## config.mk

```make
export PLATFORM = sky130hd
export DESIGN_NAME = rau_ctrl
export DESIGN_NICKNAME = d
export VERILOG_FILES = /design/src/rau_pkg.sv /design/src/rau_ctrl.sv
export SDC_FILE = /design/constraint.sdc
export NUM_CORES = 1
export LEC_CHECK = 0
export ABC_AREA = 1
export BUFFER_PORTS_ARGS = -buffer_cell sky130_fd_sc_hd__buf_2
export CORE_AREA = 2 2 39 41
export CTS_CLUSTER_DIAMETER = 100
export DETAILED_ROUTE_END_ITERATION = 16
export DIE_AREA = 0 0 41 43
export MAX_ROUTING_LAYER = met4
export PLACE_DENSITY = 0.53
export SETUP_SLACK_MARGIN = 0.4
export SYNTH_ARGS = -nofsm -noshare
export SYNTH_HDL_FRONTEND = slang
export SYNTH_SLANG_ARGS = --single-unit
export TNS_END_PERCENT = 10
```

## constraint.sdc

```tcl
create_clock -name i_clk -period 1.1 [get_ports i_clk]
set_input_delay 0.11 -clock i_clk [delete_from_list [all_inputs] [get_ports i_clk]]
set_output_delay 0.11 -clock i_clk [all_outputs]
set_load 0.02 [all_outputs]
```

## src/rau_pkg.sv

```systemverilog
package rau_pkg;

    localparam int OperandWidth = 32;
    localparam int ProdWidth    = 2 * OperandWidth;
    localparam int MagWidth     = ProdWidth + 1;
    localparam int CountWidth   = $clog2(ProdWidth + 1);

    typedef enum logic [1:0] {
        CMD_ADD = 2'd0,
        CMD_SUB = 2'd1,
        CMD_MUL = 2'd2,
        CMD_DIV = 2'd3
    } t_cmd;

    typedef enum logic [1:0] {
        STATUS_OK       = 2'd0,
        STATUS_ZERO_DEN = 2'd1,
        STATUS_OVERFLOW = 2'd2
    } t_status;

    typedef enum logic [3:0] {
        ST_IDLE,
        ST_MUL1,
        ST_MUL2,
        ST_MUL3,
        ST_COMBINE,
        ST_PREP,
        ST_GCD,
        ST_DIV,
        ST_CHECK,
        ST_DONE
    } t_state;

    typedef struct packed {
        logic load;
        logic mul1;
        logic mul2;
        logic mul3;
        logic combine;
        logic gcd_start;
        logic gcd_step;
        logic div_start;
        logic div_step;
        logic check;
    } t_ctrl;

    typedef struct packed {
        logic early_done;
        logic gcd_done;
        logic div_done;
    } t_stat;

endpackage

```

## src/rau_ctrl.sv

```systemverilog
module rau_ctrl
    import rau_pkg::*;
(
    input  logic  i_clk,
    input  logic  i_rst_n,
    input  logic  i_start,
    input  t_stat i_stat,
    output t_ctrl o_ctrl,
    output logic  o_busy,
    output logic  o_valid
);

    t_state r_state, n_state;

    always_ff @(posedge i_clk) begin
        if (!i_rst_n) begin
            r_state <= ST_IDLE;
        end else begin
            r_state <= n_state;
        end
    end

    always_comb begin
        n_state = r_state;
        unique case (r_state)
            ST_IDLE:    if (i_start) n_state = ST_MUL1;
            ST_MUL1:    n_state = ST_MUL2;
            ST_MUL2:    n_state = ST_MUL3;
            ST_MUL3:    n_state = ST_COMBINE;
            ST_COMBINE: n_state = ST_PREP;
            ST_PREP:    n_state = i_stat.early_done ? ST_CHECK : ST_GCD;
            ST_GCD:     if (i_stat.gcd_done) n_state = ST_DIV;
            ST_DIV:     if (i_stat.div_done) n_state = ST_CHECK;
            ST_CHECK:   n_state = ST_DONE;
            ST_DONE:    n_state = ST_IDLE;
            default:    n_state = ST_IDLE;
        endcase
    end

    always_comb begin
        o_ctrl = '0;
        unique case (r_state)
            ST_IDLE:    o_ctrl.load = i_start;
            ST_MUL1:    o_ctrl.mul1 = 1'b1;
            ST_MUL2:    o_ctrl.mul2 = 1'b1;
            ST_MUL3:    o_ctrl.mul3 = 1'b1;
            ST_COMBINE: o_ctrl.combine = 1'b1;
            ST_PREP:    o_ctrl.gcd_start = !i_stat.early_done;
            ST_GCD: begin
                o_ctrl.gcd_step  = !i_stat.gcd_done;
                o_ctrl.div_start = i_stat.gcd_done;
            end
            ST_DIV:     o_ctrl.div_step = !i_stat.div_done;
            ST_CHECK:   o_ctrl.check = 1'b1;
            ST_DONE:    o_ctrl = '0;
            default:    o_ctrl = '0;
        endcase
    end

    assign o_busy  = (r_state != ST_IDLE);
    assign o_valid = (r_state == ST_DONE);

`ifndef SYNTHESIS
    a_valid_one: assert property (@(posedge i_clk) disable iff (!i_rst_n)
        o_valid |=> !o_valid) else $error("result strobe held");
    a_check_first: assert property (@(posedge i_clk) disable iff (!i_rst_n)
        o_valid |-> $past(r_state == ST_CHECK)) else $error("strobe without check");
    a_start_busy: assert property (@(posedge i_clk) disable iff (!i_rst_n)
        (i_start && !o_busy) |=> o_busy) else $error("request not taken");
`endif

endmodule

```

Yosys cells after proc, flatten, opt, wreduce, memory -nomap -nowiden
Cells that the tools add are included.
{"block": "word_totals", "ff_bits": 4, "input_bits": 6, "out_inout_bits": 12, "word_cells": 33}
{"block": "classes", "eq_ne": 12, "muxes": 14, "n_reduce_logical": 6}
{"op": "$pmux W4 S9", "n": 1}
{"op": "$eq A4 B3 Y1 const B", "n": 4}
{"op": "$mux W4", "n": 4}
{"op": "$eq A4 B2 Y1 const B", "n": 2}
{"op": "$eq A4 B4 Y1 const B", "n": 2}
{"op": "$mux W1", "n": 8}
{"op": "$ne A2 B2 Y1 const B", "n": 3}
{"op": "$eq A4 B1 Y1 const B", "n": 1}
{"op": "$logic_not A4 Y1", "n": 1}
{"op": "$reduce_bool A4 Y1", "n": 1}
{"op": "$logic_not A1 Y1", "n": 3}
{"op": "$reduce_and A3 Y1", "n": 1}
{"op": "$mux W2", "n": 1}

Longest topological paths before layout
{"block": "logic_depth", "ltp_word": 3, "depth_mapped": 7, "ltp_nobuf": 7}

Least setup slack after synthesis
Ideal clock, no wire load.
{"block": "synth_timing", "path_kind": "register to register", "start": "reg r_state[3]", "end": "reg r_state[2]", "setup_time_ns": 0.070, "arrival_ns": 1.109, "required_time_ns": 1.030, "path_slack_ns": -0.079, "path_stages_with_launch": 8, "path_buffers": 0, "period_less_slack_ns": 1.179, "path_cell_list": "dfxtp_1 inv_2 nand2_1 nor2_1 nor2_1 nand3_1 nand2_1 a21oi_1"}
{"block": "synth_via", "elab_chain_cells": 3, "word_cells_on_any_way": 14, "classes_between": "eq/ne: 11; mux: 1; reduce/logical: 2"}
{"element": "start: declaration", "line": "rau_ctrl.sv:13", "source": "t_state r_state, n_state;"}
{"element": "start signal: assignment", "line": "rau_ctrl.sv:19", "source": "r_state <= n_state;"}
{"element": "$eq A4 B3 Y1 or $logic_not A4 Y1 (tied branches)", "line": "rau_ctrl.sv:25", "source": "unique case (r_state)"}
{"element": "$ne A2 B2 Y1 (no source line)"}
{"element": "$reduce_and A3 Y1 (no source line)"}
Parallel ways exist; a longest one is shown, timed or not.
A chain may end at the register's enable or synchronous reset.

Worst setup path in the final report
{"block": "layout_timing", "start": "reg r_state[1]", "end": "out o_valid"}
{"block": "layout_via", "elab_chain_cells": 1}
{"element": "$eq A4 B4 Y1", "line": "rau_ctrl.sv:61", "source": "assign o_valid = (r_state == ST_DONE);"}
{"element": "end: declaration", "line": "rau_ctrl.sv:10", "source": "output logic o_valid"}
Every way passes these cells.

==> impl_metrics.tcl <==
set metrics [dict create \
    status "complete, but fails checks" \
    violations "negative setup slack" \
    pre_cts_slack_ps -35.81 \
    cp-end-kind "primary output" \
    min_from "i_rst_n" \
    nFillCells 146 \
    clockBufferDepth 2 \
    hold_depth 3 \
    synth_top_cell_area_share_pct 23.62 \
    max_stage_delay_ps 360 \
    postSynthAreaPerCell_sq_um 5.298 \
    grt_pass1_vias 423 \
    ff2ff_path_depth 7 \
    worstSetupPathType "reg -> out" \
    layout_setup_ws_ps -130.8 \
    drive_above_1_share_pct 63.33 \
    dieArea_sq_um 1763 \
    p_seq_share_pct 27.9 \
    r2r_slack_ps -50 \
    crit_top_cell "buf_4" \
    power.density_nw_per_um2 1006 \
    synth.net_count 70 \
    path_cells "inv_6 > nand2_4 > buf_4 > nor3_2 > buf_4" \
    yosys.area.top_type "dfxtp_1" \
    period_share_pct 111.9 \
    drv_cap 0 \
    critical-path-top-delay-family "buffers and inverters" \
    crit_path_max_fanout 4 \
    holdPathEnd "r_state[0]" \
    dp_hpwl_microns 812 \
    postLayoutCoreUtil_pct 50.09 \
    placementRows 14 \
    worst_r2r_endpoint "r_state[0]" \
    start_util_pct 24.50 \
    synth_cells 64 \
    p_leak_nw 0.3552 \
    die_h_microns 43 \
    nNetsFinal 97 \
    syn_area_sq_um 339.1 \
    grt_antenna_before_repair 0 \
    clock_latency_ps 230 \
    largest_reg_flops 4 \
    synth-seq-area-share_pct 23.62 \
    ir_drop_v 0.0006656 \
    grt_util_all_layers_pct 14.18 \
    p_total_mw 0.6974 \
    grt_pass1_wl_mm 1.669 \
    largest_register "r_state" \
    p_sw_mw 0.2784 \
    cts_tree "done" \
    hp-class "in -> reg" \
    multi_input_area_sq_um 312.8 \
    tightest_slew_ps 190.7 \
    min_period_ps 1231 \
    ys_seq_elements 4 \
    clockPowerShare_pct 28.3 \
    rsz0062_at_grt "true" \
    wl_microns 999 \
    hold_viol 0 \
    cts_max_level 1 \
    cp_slowest_cell "dfxtp_4" \
    cp_num_buf_inv 3 \
    dr.pass1.iters 4 \
    gp_congestion 0.6965 \
    cts_buffers 3 \
    worstPathArrival_ps 1120 \
    drc 0 \
    ios 18 \
    setup-violations-final 15 \
    reg.largest.list "r_state x4" \
    overflow 0 \
    reg2reg_from "r_state[2]" \
    wl_per_cell_microns 9.425 \
    cts.sinks 4 \
    cts_root_buf "clkbuf_4" \
    yosys_warnings 0 \
    p_sw_share_pct 39.93 \
    crit_path_start_kind "register" \
    ys_types 12 \
    combinationalPowerShare_pct 43.8 \
    port_buffers 17 \
    diodes 0 \
    internal-power_mw 0.4189 \
    required_ps 990 \
    slew_headroom_pct 87.23 \
    finClkSkew_ps 2.286 \
    coreArea_sq_um 1384 \
    ff_latch_area_sq_um 95.09 \
    synth.area.top_cells "dfxtp_1 24%, nor2_1 18%, nand2_1 15%" \
    chipWidth_microns 41 \
    drv_slew 0 \
    path_clk_slew_ps 40 \
    grt_max_degree 7 \
    avgViaCountPerCell 4.377 \
    dr_total_vias 464 \
    synthToLayoutAreaGrowth_pct 104.4 \
    drt-initial-drc-count 5 \
    ant_nets 0 \
    timing.fmax_mhz 812.5 \
]
## metrics by stage
step / cell area, sq um / hold slack [ps] / TNS (ps) / cells
after global placement: 563.0 / 370.9 / -19.03 / 101
after global routing: 693.2 / 136.1 / -2257 / 106
after floorplan: 427.9 / 247.6 / 0 / 64
after detailed placement: 563.0 / 371.4 / -35.81 / 101
after CTS: 660.6 / 123.4 / -957.3 / 105
final: 693.2 / 132.4 / -1107 / 106
## kinds of logic after synthesis
| family | after synthesis | synth area share, % |
|---|---|---|
| AO/OA/AOI/OAI | 5 | 8.116 |
| flip-flops | 4 | 23.62 |
| AND/OR/NAND/NOR | 40 | 51.66 |
| buffers and inverters | 15 | 16.61 |
## metal layers
metal	part of all wire, %	GRT usage, %	wire length, microns	vias to the layer above
met5	0	-	0	-
li1	-	-	-	251
met1	42	17.95	421	201
met3	3.4	3.141	34	2
met4	0.70	6.000	7	0
met2	54	20.94	535	10
## timing repair
item                       in CTS  in global routing
pin swaps                       4                  4
hold endpoints to repair        0                  0
hold buffers                    0                  0
setup buffers                   0                  1
gates resized for setup        24                  9
setup endpoints to repair      16                 16
## cell type report
type,count,share of cell area (%)
Clock buffer,4,3.791
Timing Repair Buffer,22,24.55
Multi-Input combinational cell,45,45.13
Tap cell,16,2.888
Inverter,15,9.928
Sequential cell,4,13.72
## synth_stat cells
cell type and count:
nor2_1 16, nand2_1 14, inv_1 13, dfxtp_1 4, nand3_1 4, a21oi_1 3
inv_2 2, nand3_2 2, nor2_2 2, nor3_1 2, o211ai_1 1, o21ai_1 1
## worst register-to-register path, cell delays in order, from the launching register on
cell	delay, ps
dfxtp_4	380
inv_4	50
nor2_4	140
nand3_2	120
nand3_1	140
nor2_1	70
nor2_1	100
nor2_1	40
## placed cells by master, fill, tap and decap left out, drive strengths merged
cell type / n
a21oi: 3
buf: 22
clkbuf: 4
dfxtp: 4
inv: 15
nand2: 14
nand3: 6
nor2: 18
nor3: 2
o211ai: 1
o21ai: 1
## power by group through the flow
stage	Combinational, mW	Clock [mW]	Sequential, mW
2_1_floorplan	0.187	0	0.179
5_1_grt	0.336	0.222	0.197
6_report	0.306	0.197	0.194
4_1_cts	0.299	0.209	0.187
3_3_place_gp	0.257	0	0.181
3_5_place_dp	0.259	0	0.182
## worst max-delay path by stage
stage	from	endpoint	slack, ps	cells after the start
2_1_floorplan	r_state[3]	r_state[1]	90	7
6_report	r_state[1]	o_valid	-130	5
3_5_place_dp	r_state[1]	r_state[0]	-40	7
3_3_place_gp	r_state[0]	r_state[0]	-20	6
5_1_grt	r_state[1]	o_valid	-190	5
4_1_cts	r_state[1]	o_valid	-140	5
(Power assumes the default switching activity.)
